===== src/hdl/scalar_kalman_position_fuser_unit_assert.svh =====
// assertion macros shared by the position fuser files
`ifndef SCALAR_KALMAN_POSITION_FUSER_UNIT_ASSERT_SVH
`define SCALAR_KALMAN_POSITION_FUSER_UNIT_ASSERT_SVH

// same-cycle implication, clocked on clk, off during reset
`define SKPF_ASSERT_IMPLIES(lbl, ante, cons) \
	lbl: assert property (@(posedge clk) disable iff (!arst_n) (ante) |-> (cons)) \
		else $error("position fuser check failed");

// next-cycle implication, clocked on clk, off during reset
`define SKPF_ASSERT_NEXT(lbl, ante, cons) \
	lbl: assert property (@(posedge clk) disable iff (!arst_n) (ante) |=> (cons)) \
		else $error("position fuser check failed");

`endif


===== src/hdl/skpf_pkg.sv =====
// widths, reset values, register indexes and saturation for the position fuser
`timescale 1ns / 1ps
package skpf_pkg;

	localparam int FRAC_BITS = 16;
	localparam int DATA_W = 32;
	localparam int STEP_W = 16;
	localparam int K_W = FRAC_BITS + 1;
	localparam int DEN_W = DATA_W + 1;
	localparam int MCAND_W = DATA_W + 2;
	localparam int MUL_W = (K_W > STEP_W) ? K_W : STEP_W;
	localparam int PROD_W = MCAND_W + MUL_W;
	localparam int SUM_W = DATA_W + 3;
	localparam int CNT_W = $clog2(MUL_W + 1);
	localparam int CFG_IDX_W = 2;

	localparam logic [K_W-1:0] K_ONE = {1'b1, {FRAC_BITS{1'b0}}};
	localparam logic [DATA_W-1:0] PROC_NOISE_RESET = DATA_W'((64'd1 << FRAC_BITS) / 100);
	localparam logic [DATA_W-1:0] MEAS_NOISE_RESET = DATA_W'(64'd1 << FRAC_BITS);
	localparam logic [STEP_W-1:0] STEP_TIME_RESET = STEP_W'(328);
	localparam logic [DATA_W-1:0] COV_RESET = DATA_W'(64'd1 << FRAC_BITS);

	typedef enum logic [CFG_IDX_W-1:0] {
		CFG_PROCESS_NOISE = 2'd0,
		CFG_MEASURE_NOISE = 2'd1,
		CFG_STEP_TIME = 2'd2
	} cfg_idx_t;

	// clamp a wide signed sum to the signed data range
	function automatic logic signed [DATA_W-1:0] sat_data(input logic signed [SUM_W-1:0] x);
		logic signed [DATA_W-1:0] r;
		if (x[SUM_W-1:DATA_W-1] == '0 || x[SUM_W-1:DATA_W-1] == '1) begin
			r = x[DATA_W-1:0];
		end else if (x[SUM_W-1]) begin
			r = {1'b1, {(DATA_W-1){1'b0}}};
		end else begin
			r = {1'b0, {(DATA_W-1){1'b1}}};
		end
		return r;
	endfunction

endpackage


===== src/hdl/skpf_serial_mult.sv =====
// bit-serial shift-add multiplier, one multiplier bit per cycle, msb first
`timescale 1ns / 1ps
module skpf_serial_mult (
	input  logic clk,
	input  logic arst_n,
	input  logic start,
	input  logic [skpf_pkg::MUL_W-1:0] multiplier,
	input  logic signed [skpf_pkg::MCAND_W-1:0] multiplicand,
	output logic busy,
	output logic signed [skpf_pkg::PROD_W-1:0] product
);
	import skpf_pkg::*;

	logic busy_q;
	logic [CNT_W-1:0] cnt_q;
	logic [MUL_W-1:0] mplier_q;
	logic signed [MCAND_W-1:0] mcand_q;
	logic signed [PROD_W-1:0] acc_q;
	logic signed [PROD_W-1:0] addend;

	// partial product for the current multiplier bit
	assign addend = mplier_q[MUL_W-1] ? PROD_W'(mcand_q) : '0;

	// step counter
	always_ff @(posedge clk or negedge arst_n) begin
		if (!arst_n) begin
			busy_q <= 1'b0;
			cnt_q <= '0;
		end else if (start) begin
			busy_q <= 1'b1;
			cnt_q <= CNT_W'(MUL_W);
		end else if (busy_q) begin
			cnt_q <= cnt_q - 1'b1;
			if (cnt_q == CNT_W'(1)) begin
				busy_q <= 1'b0;
			end
		end
	end

	// accumulate: shift left, add multiplicand when the bit is set
	always_ff @(posedge clk) begin
		if (start) begin
			mcand_q <= multiplicand;
			mplier_q <= multiplier;
			acc_q <= '0;
		end else if (busy_q) begin
			acc_q <= (acc_q <<< 1) + addend;
			mplier_q <= mplier_q << 1;
		end
	end

	assign busy = busy_q;
	assign product = acc_q;

endmodule


===== src/hdl/skpf_serial_div.sv =====
// restoring divider for the gain, one quotient bit per cycle
`timescale 1ns / 1ps
module skpf_serial_div (
	input  logic clk,
	input  logic arst_n,
	input  logic start,
	input  logic [skpf_pkg::DATA_W-1:0] num,
	input  logic [skpf_pkg::DEN_W-1:0] den,
	output logic busy,
	output logic [skpf_pkg::K_W-1:0] quot
);
	import skpf_pkg::*;

	logic busy_q;
	logic [CNT_W-1:0] cnt_q;
	logic [DEN_W-1:0] rem_q;
	logic [DEN_W-1:0] den_q;
	logic [K_W-1:0] quot_q;
	logic [DEN_W:0] trial;
	logic [DEN_W:0] diff;
	logic ge;

	// first step weighs the integer bit, so no shift there
	assign trial = (cnt_q == CNT_W'(K_W)) ? {1'b0, rem_q} : {rem_q, 1'b0};
	assign diff = trial - {1'b0, den_q};
	assign ge = (trial >= {1'b0, den_q});

	// step counter
	always_ff @(posedge clk or negedge arst_n) begin
		if (!arst_n) begin
			busy_q <= 1'b0;
			cnt_q <= '0;
		end else if (start) begin
			busy_q <= 1'b1;
			cnt_q <= CNT_W'(K_W);
		end else if (busy_q) begin
			cnt_q <= cnt_q - 1'b1;
			if (cnt_q == CNT_W'(1)) begin
				busy_q <= 1'b0;
			end
		end
	end

	// remainder and quotient shift register
	always_ff @(posedge clk) begin
		if (start) begin
			rem_q <= {1'b0, num};
			den_q <= den;
			quot_q <= '0;
		end else if (busy_q) begin
			rem_q <= ge ? diff[DEN_W-1:0] : trial[DEN_W-1:0];
			quot_q <= {quot_q[K_W-2:0], ge};
		end
	end

	assign busy = busy_q;
	assign quot = quot_q;

endmodule


===== src/hdl/scalar_kalman_position_fuser_unit.sv =====
// top level of the scalar kalman position fuser
// Usage:
// - input channel: in_valid / in_stall with position_sample and velocity_sample
//   (signed Q16.16); an item is taken when in_valid is high and in_stall low.
// - output channel: out_valid / out_stall with position_estimate, one result
//   per input item, in order.
// - config: cfg_write_en, cfg_index, cfg_data; index 0 process noise Q,
//   1 measurement noise R, 2 step time (Q0.16); other indexes are ignored.
//   Write only while the block is idle.
// - sequencing: each item runs two serial passes of 17 steps, in the
//   bit-serial multipliers and the gain divider, plus control states; a new
//   item is taken only once the last one has been written back.
// - the first pass runs the velocity product and the gain division side by
//   side, the second runs the correction and covariance products together.
// - a finished result sits in the output register; if the receiver stalls,
//   the next item is still accepted and computed, and only its final
//   write-back waits until the output register is free.
// - reset: estimate 0, covariance 1.0, velocity history 0, Q = 0.01,
//   R = 1.0, step time 328, no result pending.
`timescale 1ns / 1ps
`include "scalar_kalman_position_fuser_unit_assert.svh"
module scalar_kalman_position_fuser_unit (
	input  logic clk,
	input  logic arst_n,
	input  logic in_valid,
	output logic in_stall,
	input  logic signed [skpf_pkg::DATA_W-1:0] position_sample,
	input  logic signed [skpf_pkg::DATA_W-1:0] velocity_sample,
	output logic out_valid,
	input  logic out_stall,
	output logic signed [skpf_pkg::DATA_W-1:0] position_estimate,
	input  logic cfg_write_en,
	input  logic [skpf_pkg::CFG_IDX_W-1:0] cfg_index,
	input  logic [skpf_pkg::DATA_W-1:0] cfg_data
);
	import skpf_pkg::*;

	typedef enum logic [8:0] {
		ST_IDLE  = 9'b000000001,
		ST_LOAD  = 9'b000000010,
		ST_MAC1  = 9'b000000100,
		ST_PREP1 = 9'b000001000,
		ST_PREP2 = 9'b000010000,
		ST_PREP3 = 9'b000100000,
		ST_MAC2  = 9'b001000000,
		ST_FIN1  = 9'b010000000,
		ST_FIN2  = 9'b100000000
	} state_t;

	state_t state_q;
	state_t state_d;

	logic [DATA_W-1:0] proc_noise_q;
	logic [DATA_W-1:0] meas_noise_q;
	logic [STEP_W-1:0] step_time_q;
	logic signed [DATA_W-1:0] est_q;
	logic [DATA_W-1:0] cov_q;
	logic signed [DATA_W-1:0] prev_vel_q;
	logic out_valid_q;
	logic signed [DATA_W-1:0] out_est_q;

	logic signed [DATA_W-1:0] meas_q;
	logic signed [DATA_W-1:0] vel_q;
	logic signed [DEN_W-1:0] vsum_q;
	logic [DATA_W-1:0] pp_q;
	logic den_zero_q;
	logic signed [MCAND_W-1:0] disp_q;
	logic [K_W-1:0] k_q;
	logic signed [DATA_W-1:0] xp_q;
	logic signed [MCAND_W-1:0] corr_q;
	logic [DATA_W-1:0] pn_q;

	logic accept;
	logic write_back;
	logic [DATA_W:0] pp_sum;
	logic [DEN_W-1:0] den;
	logic signed [MCAND_W-1:0] innov;
	logic signed [PROD_W-1:0] disp_round;
	logic signed [PROD_W-1:0] corr_round;
	logic signed [PROD_W-1:0] pn_round;
	logic signed [DATA_W-1:0] xn;

	logic mul_a_start;
	logic [MUL_W-1:0] mul_a_mplier;
	logic signed [MCAND_W-1:0] mul_a_mcand;
	logic mul_a_busy;
	logic signed [PROD_W-1:0] mul_a_prod;
	logic mul_b_start;
	logic [MUL_W-1:0] mul_b_mplier;
	logic signed [MCAND_W-1:0] mul_b_mcand;
	logic mul_b_busy;
	logic signed [PROD_W-1:0] mul_b_prod;
	logic div_start;
	logic div_busy;
	logic [K_W-1:0] div_quot;

	assign accept = (state_q == ST_IDLE) && in_valid;
	assign write_back = (state_q == ST_FIN2) && (!out_valid_q || !out_stall);

	// predicted covariance sum and gain denominator
	assign pp_sum = {1'b0, cov_q} + {1'b0, proc_noise_q};
	assign den = {1'b0, pp_q} + {1'b0, meas_noise_q};
	assign innov = MCAND_W'(meas_q) - MCAND_W'(xp_q);

	// round half up before the arithmetic shifts
	assign disp_round = mul_a_prod + (PROD_W'(1) <<< STEP_W);
	assign corr_round = mul_a_prod + (PROD_W'(1) <<< (FRAC_BITS - 1));
	assign pn_round = mul_b_prod + (PROD_W'(1) <<< (FRAC_BITS - 1));
	assign xn = sat_data(SUM_W'(xp_q) + SUM_W'(corr_q));

	// multiplier a: velocity product first, then the correction
	assign mul_a_start = (state_q == ST_LOAD) || (state_q == ST_PREP3);
	assign mul_a_mplier = (state_q == ST_LOAD) ? MUL_W'(step_time_q) : MUL_W'(k_q);
	assign mul_a_mcand = (state_q == ST_LOAD) ? MCAND_W'(vsum_q) : innov;

	// multiplier b: covariance scaling by one minus the gain
	assign mul_b_start = (state_q == ST_PREP3);
	assign mul_b_mplier = MUL_W'(K_ONE - k_q);
	assign mul_b_mcand = {{(MCAND_W - DATA_W){1'b0}}, pp_q};

	assign div_start = (state_q == ST_LOAD);

	skpf_serial_mult u_mul_a (
		.clk(clk),
		.arst_n(arst_n),
		.start(mul_a_start),
		.multiplier(mul_a_mplier),
		.multiplicand(mul_a_mcand),
		.busy(mul_a_busy),
		.product(mul_a_prod)
	);

	skpf_serial_mult u_mul_b (
		.clk(clk),
		.arst_n(arst_n),
		.start(mul_b_start),
		.multiplier(mul_b_mplier),
		.multiplicand(mul_b_mcand),
		.busy(mul_b_busy),
		.product(mul_b_prod)
	);

	skpf_serial_div u_div (
		.clk(clk),
		.arst_n(arst_n),
		.start(div_start),
		.num(pp_q),
		.den(den),
		.busy(div_busy),
		.quot(div_quot)
	);

	// sequencer next state
	always_comb begin
		state_d = state_q;
		unique case (state_q)
			ST_IDLE: begin
				if (in_valid) state_d = ST_LOAD;
			end
			ST_LOAD: state_d = ST_MAC1;
			ST_MAC1: begin
				if (!mul_a_busy && !div_busy) state_d = ST_PREP1;
			end
			ST_PREP1: state_d = ST_PREP2;
			ST_PREP2: state_d = ST_PREP3;
			ST_PREP3: state_d = ST_MAC2;
			ST_MAC2: begin
				if (!mul_a_busy && !mul_b_busy) state_d = ST_FIN1;
			end
			ST_FIN1: state_d = ST_FIN2;
			ST_FIN2: begin
				if (!out_valid_q || !out_stall) state_d = ST_IDLE;
			end
			default: state_d = ST_IDLE;
		endcase
	end

	// control, config and filter state
	always_ff @(posedge clk or negedge arst_n) begin
		if (!arst_n) begin
			state_q <= ST_IDLE;
			proc_noise_q <= PROC_NOISE_RESET;
			meas_noise_q <= MEAS_NOISE_RESET;
			step_time_q <= STEP_TIME_RESET;
			est_q <= '0;
			cov_q <= COV_RESET;
			prev_vel_q <= '0;
			out_valid_q <= 1'b0;
		end else begin
			state_q <= state_d;
			if (cfg_write_en) begin
				unique case (cfg_index)
					CFG_PROCESS_NOISE: proc_noise_q <= cfg_data;
					CFG_MEASURE_NOISE: meas_noise_q <= cfg_data;
					CFG_STEP_TIME: step_time_q <= cfg_data[STEP_W-1:0];
					default: ;
				endcase
			end
			if (write_back) begin
				est_q <= xn;
				cov_q <= pn_q;
				prev_vel_q <= vel_q;
				out_valid_q <= 1'b1;
			end else if (out_valid_q && !out_stall) begin
				out_valid_q <= 1'b0;
			end
		end
	end

	// datapath registers per step
	always_ff @(posedge clk) begin
		if (accept) begin
			meas_q <= position_sample;
			vel_q <= velocity_sample;
			vsum_q <= DEN_W'(prev_vel_q) + DEN_W'(velocity_sample);
			pp_q <= pp_sum[DATA_W] ? '1 : pp_sum[DATA_W-1:0];
		end
		if (state_q == ST_LOAD) begin
			den_zero_q <= (den == '0);
		end
		if (state_q == ST_PREP1) begin
			disp_q <= disp_round[STEP_W+1 +: MCAND_W];
			k_q <= den_zero_q ? '0 : div_quot;
		end
		if (state_q == ST_PREP2) begin
			xp_q <= sat_data(SUM_W'(est_q) + SUM_W'(disp_q));
		end
		if (state_q == ST_FIN1) begin
			corr_q <= corr_round[FRAC_BITS +: MCAND_W];
			pn_q <= pn_round[FRAC_BITS +: DATA_W];
		end
		if (write_back) begin
			out_est_q <= xn;
		end
	end

	assign in_stall = (state_q != ST_IDLE);
	assign out_valid = out_valid_q;
	assign position_estimate = out_est_q;

	`SKPF_ASSERT_IMPLIES(a_gain_range, state_q == ST_PREP2, k_q <= K_ONE)
	`SKPF_ASSERT_IMPLIES(a_units_idle, state_q == ST_IDLE, !mul_a_busy && !mul_b_busy && !div_busy)
	`SKPF_ASSERT_IMPLIES(a_cov_shrinks, state_q == ST_FIN2, pn_q <= pp_q)
	`SKPF_ASSERT_NEXT(a_result_loaded, write_back, out_valid_q && state_q == ST_IDLE)

endmodule

===== config.mk =====
export PLATFORM = sky130hd
export DESIGN_NAME = scalar_kalman_position_fuser_unit
export DESIGN_NICKNAME = d
export VERILOG_FILES = /design/src/hdl/skpf_pkg.sv /design/src/hdl/skpf_serial_mult.sv /design/src/hdl/skpf_serial_div.sv /design/src/hdl/scalar_kalman_position_fuser_unit.sv
export VERILOG_INCLUDE_DIRS = /design/src /design/src/hdl
export SDC_FILE = /design/constraint.sdc
export NUM_CORES = 2
export LEC_CHECK = 0
export BUFFER_PORTS_ARGS = -buffer_cell sky130_fd_sc_hd__buf_2
export CAP_MARGIN = 20
export CORE_MARGIN = 3
export CORE_UTILIZATION = 61
export CTS_CLUSTER_SIZE = 24
export DETAILED_ROUTE_END_ITERATION = 10
export GPL_ROUTABILITY_DRIVEN = 0
export PLACE_DENSITY_LB_ADDON = 0.2
export SYNTH_ARGS = -nofsm -noshare
export SYNTH_HDL_FRONTEND = slang
export SYNTH_SLANG_ARGS = --single-unit

===== constraint.sdc =====
create_clock -name clk -period 13.2 [get_ports clk]
set_input_delay 1.32 -clock clk [delete_from_list [all_inputs] [get_ports clk]]
set_output_delay 1.32 -clock clk [all_outputs]
set_load 0.01 [all_outputs]

# ---- Yosys cells after proc, flatten, opt, wreduce, memory -nomap -nowiden
# Cells that the tools add are included.
# W data, S select, Z words.
dict set report classes {
  addsub 16
  magnitude_cmp 1
  eq_ne 22
  muxes 38
  reduce_logical 26
}
# op n
set ops {}
lappend ops {{$mux W32} 7}
lappend ops {{$add A32 B32 Y33} 3}
lappend ops {{$mux W17} 5}
lappend ops {{$pmux W9 S9} 1}
lappend ops {{$add A32 B34 Y35} 2}
lappend ops {{$mux W34} 2}
lappend ops {{$add A51 B18 Y51 const B} 1}
lappend ops {{$add A51 B51 Y51} 1}
lappend ops {{$mux W51} 1}
lappend ops {{$add A50 B17 Y50 const B} 1}
lappend ops {{$add A48 B17 Y48 const B} 1}
lappend ops {{$add A48 B33 Y48} 1}
lappend ops {{$mux W9} 4}
lappend ops {{$ge A34 B33 Y1} 1}
lappend ops {{$logic_not A33 Y1} 1}
lappend ops {{$mux W33} 1}
lappend ops {{$sub A32 B32 Y33} 1}
lappend ops {{$sub A33 B33 Y33} 1}
lappend ops {{$mux W5} 6}
lappend ops {{$sub A17 B17 Y17 const A} 1}
lappend ops {{$eq A5 B1 Y1 const B} 3}
lappend ops {{$sub A5 B1 Y5 const B} 3}
lappend ops {{$mux W1} 11}
lappend ops {{$eq A9 B1 Y1 const B} 1}
lappend ops {{23 further kinds} 43}
dict set report word_totals {
  ff_bits 797
  input_bits 103
  output_inout_bits 34
  word_cells 138
}

# ---- Longest topological paths before layout
dict set report depth {
  depth_word 6
  mapped_depth 20
  depth_no_buf 17
}

# ---- By module
# From an unflattened synthesis, not the netlist that was laid out.
dict set report hier_totals {
  cells_unflattened 4916
  area_unflattened_um2 48746.8
}
# module instances cells_each area_each_um2 seq_area_each_um2
set modules_own_cells {}
lappend modules_own_cells {scalar_kalman_position_fuser_unit 1 2871 29488.3 14008.4}
lappend modules_own_cells {skpf_serial_mult 2 716 6660.1 2702.6}
lappend modules_own_cells {skpf_serial_div 1 613 5938.2 2462.4}

# ---- Least setup slack after synthesis
# Ideal clock, no wire load.
dict set report synth_path {
  kind {in2reg}
  startpoint {in in_valid}
  endpoint {reg meas_q[0], enable pin}
  setup_time_ps 619
  t_arrival_ps 6690
  setup_slack_ps 5891
  cell_stages 2
  path_buffers 0
  cell_sequence {inv_1 -> nor2_1}
}
dict set report synth_via {
  elab_chain_cells 1
}
# item line
set synth_rtl {}
lappend synth_rtl {{start, declared} scalar_kalman_position_fuser_unit.sv:25} ;# input logic in_valid,
lappend synth_rtl {{$logic_and A1 B1 Y1} scalar_kalman_position_fuser_unit.sv:97} ;# assign accept = (state_q == ST_IDLE) && in_valid;
lappend synth_rtl {{net accept} scalar_kalman_position_fuser_unit.sv:73} ;# logic accept;
lappend synth_rtl {{end signal, assigned} scalar_kalman_position_fuser_unit.sv:213} ;# meas_q <= position_sample;
lappend synth_rtl {{end, declared} scalar_kalman_position_fuser_unit.sv:62} ;# logic signed [DATA_W-1:0] meas_q;
# The timed path passes the listed nets, and every way through them passes these cells.
# A chain may end at the register's enable or synchronous reset.

# ---- Worst setup path in the final report
dict set report layout_path {
  startpoint {reg u_div.cnt_q[1]}
  endpoint {reg u_div.rem_q[1] (data pin)}
}
dict set report layout_via {
  elab_chain_cells 6
}
# item line
set layout_rtl {}
lappend layout_rtl {{start, declared} skpf_serial_div.sv:15} ;# logic [CNT_W-1:0] cnt_q;
lappend layout_rtl {{start signal, assigned} skpf_serial_div.sv:35} ;# cnt_q <= CNT_W'(K_W);
lappend layout_rtl {{start signal, assigned} skpf_serial_div.sv:37} ;# cnt_q <= cnt_q - 1'b1;
lappend layout_rtl {{$eq A5 B5 Y1 *} skpf_serial_div.sv:24} ;# assign trial = (cnt_q == CNT_W'(K_W)) ? {1'b0, rem_q} : {rem_q, 1'b0};
lappend layout_rtl {{$mux W34 *} skpf_serial_div.sv:24}
lappend layout_rtl {{$sub A33 B33 Y33 / $ge A34 B33 Y1 (equally long branches)} {skpf_serial_div.sv:25, skpf_serial_div.sv:26}}
lappend layout_rtl {{$mux W33 *} skpf_serial_div.sv:51} ;# rem_q <= ge ? diff[DEN_W-1:0] : trial[DEN_W-1:0];
lappend layout_rtl {{$mux W32 *} skpf_serial_div.sv:50} ;# end else if (busy_q) begin
lappend layout_rtl {{$mux W32 *} skpf_serial_div.sv:46} ;# if (start) begin
lappend layout_rtl {{end signal, assigned} skpf_serial_div.sv:47} ;# rem_q <= {1'b0, num};
lappend layout_rtl {{end signal, assigned} skpf_serial_div.sv:51}
lappend layout_rtl {{end, declared} skpf_serial_div.sv:16} ;# logic [DEN_W-1:0] rem_q;
# Every way passes the cells marked *; elsewhere a longest branch is shown, timed or not. The select of a mux whose other input is x is not followed.

==> flow_summary.yaml <==
synthesis:
  yosys_warnings: 0
  yosysSeqAreaShare_pct: 46.1
  syn_nets: 5248
  yosysTopAreaCell: "edfxtp_1"
  post_synth_num_cell_types: 96
  ys.flop_type: "edfxtp_1"
  async_flop_share_pct: 25.6
  synth_edf_count: 475
  synth_common_cells: "nand2_1, edfxtp_1, nor2_1"
  synth_top_area_share_pct: 30.2
  synth.most_common_cell: "nand2_1"
  ys_ff_latch: 796
  synth.area.top_cells: "edfxtp_1, dfrtp_1, ha_1"
  synth_area_um2: 47200
  syn_inst: 4817
  syn_area_per_cell_um2: 9.79
sta:
  relSlewSlack_pct: 28.5
  finalSetupViolations: 0
  skew_ns: 0.0254
  rsz0062_at_grt: "no"
  worst_slew_pin_slew_ns: 1.07
  fin_tns_setup_ns: 0
  slew_violations: 0
  hold_viol_final: 0
  max_freq_mhz: 203
  whs_ns: 0.437
  period_share_pct: 37.4
  setup_ws_ns: 8.26
  min_period_ns: 4.94
hold_path:
  hold_path_class: "reg2reg"
place:
  pre_cts_ws_ns: 8.33
  place_hpwl_um: 86200
  io_buffers: 136
global_routing:
  grt_overflow_total: 0
  grt_antenna_before_repair: 6
  grt_usage_pct: 28.9
  grt_pass1_wl_um: 187000
  grt_pass1_vias: 34400
  grt_max_degree: 88
detailed_routing:
  routed_wl_um: 119000
  drcViolationCount: 0
  vias: 36500
  ant_nets: 0
  wl_per_cell_um: 19.8
  drt-pass1-iter-count: 6
  vias_per_cell: 6.08
  drtIter0Drc: 3476
cts:
  htree_levels: 3
  clock_latency_ns: 0.67
  numCtsBuffers: 87
  cts_setup_buffers: 0
  cts_sinks: 796
  cts_resized: 0
  cts_root_buf: "clkbuf_16"
  cts_tree: "done"
  cts_hold_buf: 0
  clkTransAtPathRegs_ns: 0.06
  cts_buffer_depth: 3
setup_path:
  required_ns: 13.60
  cp_cell_sequence: "inv_1, ha_1, and3_1, buf_4, nand2_1, nand2_1, ha_1, a21o_1, a21oi_1, nor2b_1, a311oi_1, nand2_1, a211oi_1, nor4_1, nor3_2, buf_4, a21oi_1, a22o_1"
  max_stage_delay_ns: 0.53
  critPathArrivalTime_ns: 5.34
  crit_buf_inv: 3
  startpoint_type: "register"
  path_class: "reg2reg"
  crit_path_frequent_cell: "nand2_1"
  slowest_stage: "nor3_2"
  critical_path.top_delay_family: "compound AO/OA/AOI/OAI gates"
  path_max_fanout: 32
  end_kind: "register"
flow_run:
  cap_violations: 0
pwr:
  power_density_nw_per_um2: 206
  leakagePower_nw: 22.0
  vdd_drop_max_uv: 118
die:
  rows: 101
  core_um2: 76200
  chipHeight_um: 284
  dieArea_um2: 80700
  start_util_pct: 61.9
  die_w_um: 284
  io_pins: 137
finish:
  multiInputGateArea_um2: 24100
  seqCellArea_um2: 21700
  fillers: 5949
  final_layout_size_suffix_gt1_share_pct: 9.35
  area_delta_synth_final_pct: 9.67
  nNetsFinal: 5330
outcome:
  status: "finished, final reports clean"
[metrics by stage]
stage                     instances  cell area, µm²  util, %  total power, W
after floorplan                4817           47200        -         0.00710
after global placement         5838           48700     64.0         0.00798
after detailed placement       5838           48700     64.0         0.00809
after CTS                      6002           51700     67.8          0.0106
after global routing           6004           51700     67.9          0.0113
final                          6006           51700     67.9          0.0107
[worst min-delay path, delay by kind of cell, from the launching register on]
| family | cells | cell delay, ns |
|---|---|---|
| flops | 1 | 0.32 |
| simple gates | 2 | 0.10 |
[flip-flops by register name, indices dropped and copies added, names as in the netlist, 33 cells and up]
register / cells
u_mul_b.product: 48
u_mul_a.product: 51
vsum_q: 33
u_div.rem_q: 33
disp_q: 34
u_div.den_q: 33
corr_q: 34
u_mul_a.mcand_q: 33
[final cells by class]
cell class                      count  share of cell area (%)
Multi-Input combinational cell   3659                    46.6
Sequential cell                   796                    42.0
Clock buffer                      114                    4.54
Tap cell                         1030                    2.49
Timing Repair Buffer              174                    1.91
Inverter                          181                    1.33
Clock inverter                     50                    1.15
Antenna cell                        2                 0.00968
[where the power goes]
part / switching (W) / internal (W) / leakage, nW
combinational: 0.00255 / 0.00174 / 12.8
sequential: 0.000446 / 0.00342 / 7.81
clock: 0.00105 / 0.00145 / 1.44
[path summary, 6_finish.rpt]
path | from | slack [ns] | endpoint | cells past startpoint
worst max-delay path | u_div.cnt_q[1] | 8.26 | u_div.rem_q[1] | 18
worst min-delay path | pn_q[11] | 0.44 | cov_q[11] | 2
worst max register to register | u_div.cnt_q[1] | 8.26 | u_div.rem_q[1] | 18
worst min register to register | pn_q[11] | 0.44 | cov_q[11] | 2
max in group asynchronous | arst_n | 11.17 | u_mul_a.busy | 2
min in group asynchronous | arst_n | 0.65 | step_time_q[4] | 1
[logic make-up (layout without fill, tap and decap cells)]
family                     count (synthesis)  in the layout  synth area share (%)
AOI/OAI and AO/OA                       1167           1167                  15.7
DFF                                      796            796                  46.1
and+or+nand+nor                         1630           1630                  15.8
buffers and inverters                    362            519                  2.98
adders and majority gates                328            328                  8.85
xor gates and xnor gates                 375            375                  6.96
muxes                                    159            159                  3.58
other                                      0              2                     0
[routing by layer]
metal,GRT usage [%],wire length (µm)
met1,41.5,52900
met2,44.3,52300
met3,5.29,9720
met4,9.98,4120
met5,0,16
[placed cells by master, fill, tap and decap left out, drive strengths merged, types with 40 or more instances in the layout]
cell type  count
nand3        108
nand4         48
o21ai        302
a21o         140
xor2         146
inv          188
dfxtp        117
a211oi        64
nor2         405
a21oi        349
clkbuf       114
nand2        654
and3          44
nor2b         67
nor3          60
ha           319
o21a          40
dfrtp        192
edfxtp       475
mux2i         80
and2          82
nand2b        54
buf          174
mux2          79
xnor2        229
Power figures use the tool's default switching activity.
